$ cat src/hw/rtl/assert_macros.svh
// Assertion helpers; expect clk and rst_n in scope at the point of use.
`ifndef ASSERT_MACROS_SVH
`define ASSERT_MACROS_SVH

// Same-cycle implication.
`define ASSERT_NOW(lbl, ante, cons) \
  lbl: assert property (@(posedge clk) disable iff (!rst_n) (ante) |-> (cons)) \
    else $error("assertion failed: same-cycle check");

// Next-cycle implication.
`define ASSERT_NEXT(lbl, ante, cons) \
  lbl: assert property (@(posedge clk) disable iff (!rst_n) (ante) |=> (cons)) \
    else $error("assertion failed: next-cycle check");

`endif

$ cat src/hw/rtl/iasd_pkg.sv
package iasd_pkg;

  localparam int unsigned LENGTH_BITS_DEF = 24;
  localparam int unsigned OUT_LEN_W       = 24;
  localparam int unsigned CNT_EXT_W       = 32;

  localparam logic [7:0] TAG_GROUP_LO_END = 8'h02;
  localparam logic [7:0] TAG_END          = 8'h03;
  localparam logic [7:0] TAG_GROUP_HI_BEG = 8'h04;
  localparam logic [7:0] TAG_GROUP_HI_END = 8'h0F;

  typedef enum logic [3:0] {
    PH_TOP       = 4'd0,
    PH_GROUP     = 4'd1,
    PH_NAME_HI   = 4'd2,
    PH_NAME_LO   = 4'd3,
    PH_NAME_SKIP = 4'd4,
    PH_VAL_HI    = 4'd5,
    PH_VAL_LO    = 4'd6,
    PH_VAL_SKIP  = 4'd7,
    PH_DRAIN     = 4'd8
  } phase_t;

  typedef enum logic [1:0] {
    ST_OK     = 2'd0,
    ST_BADTAG = 2'd1,
    ST_TRUNC  = 2'd2,
    ST_OVF    = 2'd3
  } status_t;

  typedef struct packed {
    status_t               status;
    logic [OUT_LEN_W-1:0]  section_length;
  } result_t;

  function automatic logic is_group_tag(input logic [7:0] t);
    return (t <= TAG_GROUP_LO_END) || ((t >= TAG_GROUP_HI_BEG) && (t <= TAG_GROUP_HI_END));
  endfunction

endpackage

$ cat src/hw/rtl/iasd_parser.sv
// Attribute section walker: one byte per accepted request, result is combinational.
module iasd_parser #(
  parameter int unsigned LENGTH_BITS = iasd_pkg::LENGTH_BITS_DEF
) (
  input  logic               clk,
  input  logic               rst_n,
  input  logic               req_acc,
  input  logic [7:0]         data_byte,
  input  logic               last_byte,
  output logic               res_valid,
  output iasd_pkg::result_t  res,
  output iasd_pkg::phase_t   phase
);

  iasd_pkg::phase_t        phase_r, phase_nxt;
  logic [LENGTH_BITS-1:0]  count_r, count_nxt;
  logic [15:0]             skip_r, skip_nxt;
  logic [7:0]              len_hi_r, len_hi_nxt;
  logic [LENGTH_BITS-1:0]  count_inc;
  logic [iasd_pkg::CNT_EXT_W-1:0] count_ext;
  logic [15:0]             len_full;

  assign count_inc = count_r + LENGTH_BITS'(1);
  assign count_ext = iasd_pkg::CNT_EXT_W'(count_inc);
  assign len_full  = {len_hi_r, data_byte};
  assign phase     = phase_r;

  always_comb begin
    phase_nxt          = phase_r;
    count_nxt          = count_r;
    skip_nxt           = skip_r;
    len_hi_nxt         = len_hi_r;
    res_valid          = 1'b0;
    res.status         = iasd_pkg::ST_OK;
    res.section_length = '0;
    if (req_acc) begin
      if (phase_r == iasd_pkg::PH_DRAIN) begin
        // silent until the last byte
      end else if (count_r == {LENGTH_BITS{1'b1}}) begin
        res_valid  = 1'b1;
        res.status = iasd_pkg::ST_OVF;
        phase_nxt  = iasd_pkg::PH_DRAIN;
      end else begin
        count_nxt = count_inc;
        case (phase_r)
          iasd_pkg::PH_TOP, iasd_pkg::PH_GROUP: begin
            if (data_byte == iasd_pkg::TAG_END) begin
              res_valid          = 1'b1;
              res.section_length = count_ext[iasd_pkg::OUT_LEN_W-1:0];
              phase_nxt          = iasd_pkg::PH_DRAIN;
            end else if (iasd_pkg::is_group_tag(data_byte)) begin
              phase_nxt = iasd_pkg::PH_GROUP;
            end else if (phase_r == iasd_pkg::PH_TOP) begin
              res_valid  = 1'b1;
              res.status = iasd_pkg::ST_BADTAG;
              phase_nxt  = iasd_pkg::PH_DRAIN;
            end else begin
              phase_nxt = iasd_pkg::PH_NAME_HI;
            end
          end
          iasd_pkg::PH_NAME_HI: begin
            len_hi_nxt = data_byte;
            phase_nxt  = iasd_pkg::PH_NAME_LO;
          end
          iasd_pkg::PH_VAL_HI: begin
            len_hi_nxt = data_byte;
            phase_nxt  = iasd_pkg::PH_VAL_LO;
          end
          iasd_pkg::PH_NAME_LO: begin
            skip_nxt  = len_full;
            phase_nxt = (len_full != 16'd0) ? iasd_pkg::PH_NAME_SKIP : iasd_pkg::PH_VAL_HI;
          end
          iasd_pkg::PH_VAL_LO: begin
            skip_nxt  = len_full;
            phase_nxt = (len_full != 16'd0) ? iasd_pkg::PH_VAL_SKIP : iasd_pkg::PH_GROUP;
          end
          iasd_pkg::PH_NAME_SKIP: begin
            skip_nxt = skip_r - 16'd1;
            if (skip_r == 16'd1) begin
              phase_nxt = iasd_pkg::PH_VAL_HI;
            end
          end
          iasd_pkg::PH_VAL_SKIP: begin
            skip_nxt = skip_r - 16'd1;
            if (skip_r == 16'd1) begin
              phase_nxt = iasd_pkg::PH_GROUP;
            end
          end
          default: begin
          end
        endcase
        // stream ended mid-section
        if (last_byte && !res_valid) begin
          res_valid  = 1'b1;
          res.status = iasd_pkg::ST_TRUNC;
        end
      end
      if (last_byte) begin
        phase_nxt  = iasd_pkg::PH_TOP;
        count_nxt  = '0;
        skip_nxt   = '0;
        len_hi_nxt = '0;
      end
    end
  end

  always_ff @(posedge clk) begin
    if (!rst_n) begin
      phase_r  <= iasd_pkg::PH_TOP;
      count_r  <= '0;
      skip_r   <= '0;
      len_hi_r <= '0;
    end else begin
      phase_r  <= phase_nxt;
      count_r  <= count_nxt;
      skip_r   <= skip_nxt;
      len_hi_r <= len_hi_nxt;
    end
  end

endmodule

$ cat src/hw/rtl/iasd_skid.sv
// Result register with one skid entry.
module iasd_skid (
  input  logic               clk,
  input  logic               rst_n,
  input  logic               push,
  input  iasd_pkg::result_t  push_data,
  output logic               can_push,
  output logic               out_valid,
  input  logic               out_ready,
  output iasd_pkg::result_t  out_data
);

  logic               main_valid_r;
  logic               skid_valid_r;
  iasd_pkg::result_t  main_r;
  iasd_pkg::result_t  skid_r;
  logic               take;

  assign take      = main_valid_r && out_ready;
  assign can_push  = !skid_valid_r;
  assign out_valid = main_valid_r;
  assign out_data  = main_r;

  always_ff @(posedge clk) begin
    if (!rst_n) begin
      main_valid_r <= 1'b0;
      skid_valid_r <= 1'b0;
    end else if (skid_valid_r) begin
      if (take) begin
        skid_valid_r <= 1'b0;
      end
    end else if (push) begin
      if (!main_valid_r || take) begin
        main_valid_r <= 1'b1;
      end else begin
        skid_valid_r <= 1'b1;
      end
    end else if (take) begin
      main_valid_r <= 1'b0;
    end
  end

  always_ff @(posedge clk) begin
    if (skid_valid_r) begin
      if (take) begin
        main_r <= skid_r;
      end
    end else if (push) begin
      if (!main_valid_r || take) begin
        main_r <= push_data;
      end else begin
        skid_r <= push_data;
      end
    end
  end

endmodule

$ cat src/hw/rtl/ipp_attribute_section_delimiter_unit.sv
// Each result is registered (main register or skid entry) before it drives out_tvalid.
// Throughput: one byte per cycle while in_tready is high; the parser state is registered.
// in_tready drops only while both the result register and its skid entry hold results.
// Reset: synchronous, active-low rst_n; parser returns to top level, results dropped.
module ipp_attribute_section_delimiter_unit #(
  parameter int unsigned LENGTH_BITS = iasd_pkg::LENGTH_BITS_DEF
) (
  input  logic         clk,
  input  logic         rst_n,
  input  logic         in_tvalid,
  output logic         in_tready,
  input  logic [7:0]   in_tdata,   // [7:0] data_byte
  input  logic         in_tlast,   // last_byte
  output logic         out_tvalid,
  input  logic         out_tready,
  output logic [31:0]  out_tdata   // [1:0] status, [25:2] section_length, [31:26] zero
);

  // A request is consumed whenever in_tvalid and in_tready meet.
  logic               req_acc;
  logic               res_valid;
  iasd_pkg::result_t  res;
  iasd_pkg::result_t  out_res;
  iasd_pkg::phase_t   phase;

  assign req_acc = in_tvalid && in_tready;

  // Walks tags, length fields and skipped name/value bytes.
  iasd_parser #(
    .LENGTH_BITS (LENGTH_BITS)
  ) u_parser (
    .clk       (clk),
    .rst_n     (rst_n),
    .req_acc   (req_acc),
    .data_byte (in_tdata),
    .last_byte (in_tlast),
    .res_valid (res_valid),
    .res       (res),
    .phase     (phase)
  );

  // Output register plus skid: input keeps flowing while a result waits.
  iasd_skid u_skid (
    .clk       (clk),
    .rst_n     (rst_n),
    .push      (res_valid),
    .push_data (res),
    .can_push  (in_tready),
    .out_valid (out_tvalid),
    .out_ready (out_tready),
    .out_data  (out_res)
  );

  assign out_tdata = {6'd0, out_res.section_length, out_res.status};

`include "assert_macros.svh"

  // Skid is only filled while the main register is occupied.
  `ASSERT_NOW(a_skid_implies_main, !in_tready, out_tvalid)
  // Error results never carry a length.
  `ASSERT_NOW(a_err_len_zero, out_tvalid && (out_tdata[1:0] != iasd_pkg::ST_OK), out_tdata[25:2] == 24'd0)
  // A last byte always rearms the parser.
  `ASSERT_NEXT(a_last_rearms, req_acc && in_tlast, phase == iasd_pkg::PH_TOP)

endmodule
$ cat config.mk
export PLATFORM = sky130hd
export DESIGN_NAME = ipp_attribute_section_delimiter_unit
export DESIGN_NICKNAME = d
export VERILOG_FILES = /design/src/hw/rtl/iasd_pkg.sv /design/src/hw/rtl/iasd_parser.sv /design/src/hw/rtl/iasd_skid.sv /design/src/hw/rtl/ipp_attribute_section_delimiter_unit.sv
export VERILOG_INCLUDE_DIRS = /design/src /design/src/hw/rtl
export SDC_FILE = /design/constraint.sdc
export NUM_CORES = 1
export LEC_CHECK = 0
export ABC_CLOCK_PERIOD_IN_PS = 4630
export BUFFER_PORTS_ARGS = -buffer_cell sky130_fd_sc_hd__buf_2
export CORE_AREA = 2 2 114 116
export DETAILED_ROUTE_END_ITERATION = 10
export DIE_AREA = 0 0 116 118
export SETUP_SLACK_MARGIN = 0.15
export SLEW_MARGIN = 5
export SYNTH_ARGS = -nofsm -noshare
export SYNTH_HDL_FRONTEND = slang
export SYNTH_HIERARCHICAL = 1
export SYNTH_SLANG_ARGS = --single-unit
$ cat constraint.sdc
create_clock -name clk -period 4.63 [get_ports clk]
set_clock_uncertainty 0.1 [all_clocks]
set_input_delay 0.6945 -clock clk [delete_from_list [all_inputs] [get_ports clk]]
set_output_delay 0.6945 -clock clk [all_outputs]
set_load 0.01 [all_outputs]
After elaboration in Yosys (flattened, before gate mapping)
Index checks and enable logic that the tools add are counted.
{"block": "word_totals", "regBits": 106, "out_inout_bits": 34, "elab_cells": 116}
{"block": "op_classes", "muxes": 54, "bitwise": 2, "reduce_logical": 28, "magnitude_cmp": 3, "n_eq_ne": 17, "n_addsub": 2}
{"operator": "26-bit 2-to-1 mux", "count": 7}
{"operator": "24-bit 2-to-1 mux", "count": 5}
{"operator": "16-bit 2-to-1 mux", "count": 3}
{"operator": "4-bit 2-to-1 mux", "count": 8}
{"operator": "8-bit 2-to-1 mux", "count": 4}
{"operator": "16-bit case mux with 2 select lines", "count": 1}
{"operator": "4-bit case mux with 7 select lines", "count": 1}
{"operator": "24-bit by 1-bit adder with 24-bit output, second input constant", "count": 1}
{"operator": "24-bit == test, second input constant", "count": 1}
{"operator": "1-bit 2-to-1 mux", "count": 20}
{"operator": "16-bit by 1-bit == test with 1-bit output, second input constant", "count": 1}
{"operator": "4-bit by 3-bit == test with 1-bit output, second input constant", "count": 4}
{"operator": "16-bit nonzero test", "count": 1}
{"operator": "16-bit by 1-bit subtractor with 16-bit output, second input constant", "count": 1}
{"operator": "3-bit AND reduction", "count": 4}
{"operator": "9-bit nonzero test", "count": 1}
{"operator": "4-bit by 2-bit == test with 1-bit output, second input constant", "count": 2}
{"operator": "8-bit by 2-bit == test with 1-bit output, second input constant", "count": 1}
{"operator": "8-bit by 3-bit >= comparator with 1-bit output, second input constant", "count": 1}
{"operator": "8-bit by 2-bit <= comparator with 1-bit output, second input constant", "count": 1}
{"operator": "8-bit by 4-bit <= comparator with 1-bit output, second input constant", "count": 1}
{"operator": "2-bit 2-to-1 mux", "count": 4}
{"operator": "4-bit by 2-bit != test with 1-bit output, second input constant", "count": 2}
{"operator": "4-bit AND reduction", "count": 2}
{"operator": "other kinds (14)", "count": 29}

Longest topological paths before layout
{"block": "logic_depth", "depth_word": 18, "depth_mapped": 9, "depth_no_buf": 7}

Cells and area by module
The synthesis kept the hierarchy.
{"mod": "iasd_parser", "seq_area_each_um2": 1041.0, "cells_each": 437, "area_each_um2": 3443.3, "n_inst": 1}
{"mod": "iasd_skid", "seq_area_each_um2": 1601.5, "cells_each": 95, "area_each_um2": 1986.9, "n_inst": 1}
{"mod": "ipp_attribute_section_delimiter_unit", "seq_area_each_um2": 0.0, "cells_each": 8, "area_each_um2": 55.1, "n_inst": 1}

Worst setup path after synthesis
Ideal clock, no wire load.
{"block": "synth_timing", "kind": "input to register", "startpoint": "in in_tdata[7]", "endpoint": "reg u_skid.main_r, in the netlist u_skid/out_data[0] (enable)", "arrival_ns": 3.083, "path_buffers": 0, "path_stages": 6, "setup_slack_ns": 1.029, "setup_time_ns": 0.418, "path_cell_list": "nor4_1 and4_1 o21ai_0 a31oi_1 mux2i_1 a21oi_1"}
{"block": "synth_via", "elab_chain_len": 17, "elab_cells_between_ends": 20, "classes_between": "3 x order compare; 1 x eq/ne; 10 x mux; 6 x reduce/logical"}
{"item": "from (decl)", "line_no": "ipp_attribute_section_delimiter_unit.sv:12", "source": "input logic [7:0] in_tdata,"}
{"item": "8-bit by 3-bit >= comparator with 1-bit output or 8-bit by 4-bit <= comparator with 1-bit output (tied branches)", "line_no": "iasd_pkg.sv:37", "source": "return (t <= TAG_GROUP_LO_END) || ((t >= TAG_GROUP_HI_BEG) && (t <= TAG_GROUP_HI_END));"}
{"item": "1-bit logical AND", "line_no": "iasd_pkg.sv:37"}
{"item": "1-bit logical OR", "line_no": "iasd_pkg.sv:37"}
{"item": "1-bit 2-to-1 mux", "line_no": "iasd_parser.sv:51", "source": "end else if (iasd_pkg::is_group_tag(data_byte)) begin"}
{"item": "1-bit 2-to-1 mux *", "line_no": "iasd_parser.sv:47", "source": "if (data_byte == iasd_pkg::TAG_END) begin"}
{"item": "1-bit 2-to-1 mux *", "line_no": "iasd_parser.sv:45", "source": "case (phase_r)"}
{"item": "1-bit 2-to-1 mux *", "line_no": "iasd_parser.sv:39", "source": "end else if (count_r == {LENGTH_BITS{1'b1}}) begin"}
{"item": "1-bit 2-to-1 mux *", "line_no": "iasd_parser.sv:37", "source": "if (phase_r == iasd_pkg::PH_DRAIN) begin"}
{"item": "[... 2 more ...]"}
{"item": "1-bit logical AND", "line_no": "iasd_parser.sv:93", "source": "if (last_byte && !res_valid) begin"}
{"item": "1-bit 2-to-1 mux *", "line_no": "iasd_parser.sv:93"}
{"item": "1-bit 2-to-1 mux *", "line_no": "iasd_parser.sv:39"}
{"item": "1-bit 2-to-1 mux *", "line_no": "iasd_parser.sv:37"}
{"item": "1-bit 2-to-1 mux *", "line_no": "iasd_parser.sv:36", "source": "if (req_acc) begin"}
{"item": "named net res_valid", "line_no": "ipp_attribute_section_delimiter_unit.sv:21", "source": "logic res_valid;"}
{"item": "2-bit nonzero test (no line) *"}
{"item": "3-bit AND reduction (no line) *"}
{"item": "to (signal assigned)", "line_no": "iasd_skid.sv:46", "source": "main_r <= skid_r;"}
{"item": "to (signal assigned)", "line_no": "iasd_skid.sv:50", "source": "main_r <= push_data;"}
{"item": "to (decl)", "line_no": "iasd_skid.sv:15", "source": "iasd_pkg::result_t main_r;"}
The timed path passes the listed nets; every way through them passes the cells marked *. The select of a mux whose other input is x is not followed.
A chain may end at the register's enable or synchronous reset.

==> results.md <==
* Run status: finished clean
* Number of buffers added to fix hold violations after cts at 0
* Final Instance Count excl. Fillers at approximately 740
* Leading cell types in the layout, fill and taps excluded: sky130_fd_sc_hd__dfxtp_1 (54), sky130_fd_sc_hd__edfxtp_1 (52), sky130_fd_sc_hd__nor2_1 (41)
* Die outline height at around 120 um
* Later-pin clock latency in the skew report at roughly 0.35 ns
* Clock root buffer: sky130_fd_sc_hd__clkbuf_16
* Die span in x at ~120 um
* Via count of the first global-routing pass at between 4000 and 5000
* Post-route cell area at roughly 6000 um2
* Inst Count DP at 723
* Maximum clock insertion buffer count at 2
* Fin Hold WS at between 0.4 and 0.5 ns
* Aggregate global-route resource usage at 18.3%
* Startpoint types: register
* Buffers and inverters on the worst path at 1
* Warnings, synthesis at 6
* Post-synth EDFFs at between 50 and 60
* Antenna viol nets, final at 0
* Total number of clock tree sinks at about 110
* Max-slew violation total from the final report at 0
* Total power consumption of the routed design at between 2 and 2.5 mW
* Ports at 47
* Mean routed wirelength per cell at roughly 16 um
* IR Drop Worst-Case VDD at ~140 uV
* Remaining max-slew budget at the tightest pin at between 30% and 40%
* Number of standard-cell rows in the floorplan at just over 40
* Vias per cell at around 5.7
* Largest net degree at the start of global routing at 32
* Core outline area at roughly 12000 um2
* Post-synthesis register bit count at about 110
* Max Cap Viol at 0
* CP peak stage delay at 0.74 ns
* Final Hold Violating Endpoints at 0
* Worst Hold Class: register to register
* Nets at ~580
* Congestion Overflow GR at 0
* Clock period minus final worst setup slack at 3.07 ns
* Final RePlAce weighted congestion at between 0.8 and 0.9
* Static Leak at 2.12 nW
* Type of element capturing the critical path: register
* Area of the mapped netlist at 5490 um2
* Clock buffer count from CTS at 9
* Count of mapped cells out of synthesis at 540
* Initial antenna violation count at 0
* Count of cell types in the netlist at 65
* Antenna diodes at 0
* DRC violations left at 0
* Area after DPL at between 5000 and 6000 um2
* Worst path arrival time at 3.20 ns
* Clk pin slew, worst setup/hold paths at about 0.07 ns
* Hpwl dp at slightly above 8 mm
* Die footprint at 13700 um2
* TritonCTS clock tree: built
* CTS H-tree depth at 3
* Cells traversed along the worst timing path: ha_1, and2_1, and4_1, buf_4, a21oi_1, nand3_1, nor2_1, mux2_2
* Slowest stage cell, crit path: sky130_fd_sc_hd__nand3_1
* Number of buffers added for setup after CTS at 0
* Starting density of the core at roughly 44%
* Post-Synthesis Mean Instance Area at ~10 um2
* Top Family by Delay on Critical Path: simple AND/OR/NAND/NOR gates
* Share of async-settable or async-resettable flops after synthesis at 0%
* Final count of negative-setup-slack endpoints at 0
* Final total negative setup slack at 0 ns
* Max Clock Freq at between 0.3 and 0.4 GHz
* Top_reg_cell synth: sky130_fd_sc_hd__dfxtp_1
* Total iterations of the first detailed-routing run at 4
* Via count at 4243
* Required time of the critical path at roughly 4.8 ns
* PwrDens at 349 nW/um2
* Iter 0 DRT Violations at approximately 320
* Setup repair after global routing missed its margin: no
* Portion of synthesized cell area occupied by the leading cell type at about 28%
* Share of post-route cells with drive strength above 1 at a little under a fifth
* Growth of design area from synthesis to finish at 10.7%
* Global-route wire length before repair at 20.0 mm
* Resized Gates After CTS at 0
* Slew of the pin with the lowest slew margin at approximately 0.96 ns
* Register area share after synthesis at roughly 48%
* Largest driver fanout on the critical path at 24
* Most frequent standard cell in the layout excluding fill and tap cells: sky130_fd_sc_hd__dfxtp_1
* Cell types with the largest area share after synthesis: sky130_fd_sc_hd__edfxtp_1 (28%), sky130_fd_sc_hd__dfxtp_1 (20%), sky130_fd_sc_hd__mux2_2 (5.3%)
* Buffers on Ports at 40
* Drt total wl at about 12 mm
* Final Cycle Share at between 60 and 70%
* Category of the critical setup timing path: register to register
* Largest area contributor in the synthesized netlist: sky130_fd_sc_hd__edfxtp_1
[through the flow]
stage	utilization [%]	worst slack, ns
after global placement	46.3	1.51
after CTS	48.9	1.57
after global routing	48.9	1.27
after floorplan	-	1.03
final	48.9	1.56
after detailed placement	46.3	1.41
[cell families after synthesis]
| family | count (synthesis) | synth area share (%) |
|---|---|---|
| AOI/OAI and AO/OA | 118 | 15.5 |
| xor gates and xnor gates | 25 | 3.99 |
| adders and majority gates | 3 | 0.684 |
| buffers and inverters | 52 | 4.88 |
| DFF | 106 | 48.2 |
| muxes | 36 | 7.16 |
| other | 1 | 0.0684 |
| and+or+nand+nor | 199 | 19.6 |
[cell usage after synthesis (all sizes together), types with 10 or more instances]
cell,count
edfxtp,52
dfxtp,54
and4,10
inv,12
and2,10
buf,23
nor3,12
or4,10
o211ai,10
mux2i,10
nand3,20
mux2,26
nand2,41
nor2,41
clkbuf,16
xor2,16
nand3b,10
a21oi,34
a31oi,11
nand4,13
[layer usage]
| layer | global-route usage [%] | part of all wire [%] | up-vias |
|---|---|---|---|
| met3 | 2.68 | 5.2 | 16 |
| met5 | 0 | 0 | - |
| met2 | 30.3 | 47 | 127 |
| met4 | 7.07 | 1.9 | 0 |
| met1 | 24.1 | 46 | 2047 |
| li1 | - | - | 2053 |
[state kept, by name, indices dropped and copies added (netlist names)]
signal               count
u_parser/count_r        24
u_parser/len_hi_r        8
u_parser/phase           4
u_parser/skip_r         16
u_skid/out_data         26
u_skid/out_valid         1
u_skid/skid_r           26
u_skid/skid_valid_r      1
[layout make-up]
cell class	count	area (um2)
fillers	1168	6340
multi-input cells	387	2600
clock buffers	11	243
well taps	172	215
clock inverters	5	86.3
flip-flops and latches	106	2640
inverters	13	48.8
repair buffers	45	238
[power breakdown]
part	total, mW	internal, mW	switching, mW
sequential	1.05	1.03	0.0188
combinational	0.225	0.0769	0.148
clock	0.846	0.493	0.353
total	2.12	1.60	0.520
[worst min-delay path, stage by stage, from the launching register on]
cell and delay, ns:
sky130_fd_sc_hd__dfxtp_1 0.34, sky130_fd_sc_hd__nand2_1 0.06, sky130_fd_sc_hd__mux2i_1 0.06
[final timing paths]
kind	from	end	slack, ns	cells after the start
worst min register to register	u_parser/skip_r[1]	u_parser/skip_r[1]	0.40	2
worst max-delay path	u_parser/count_r[0]	u_skid/out_data[13]	1.56	8
worst min-delay path	u_parser/skip_r[1]	u_parser/skip_r[1]	0.40	2
worst max register to register	u_parser/count_r[0]	u_skid/out_data[13]	1.56	8
Note: power is estimated with default switching activity, not from simulation.
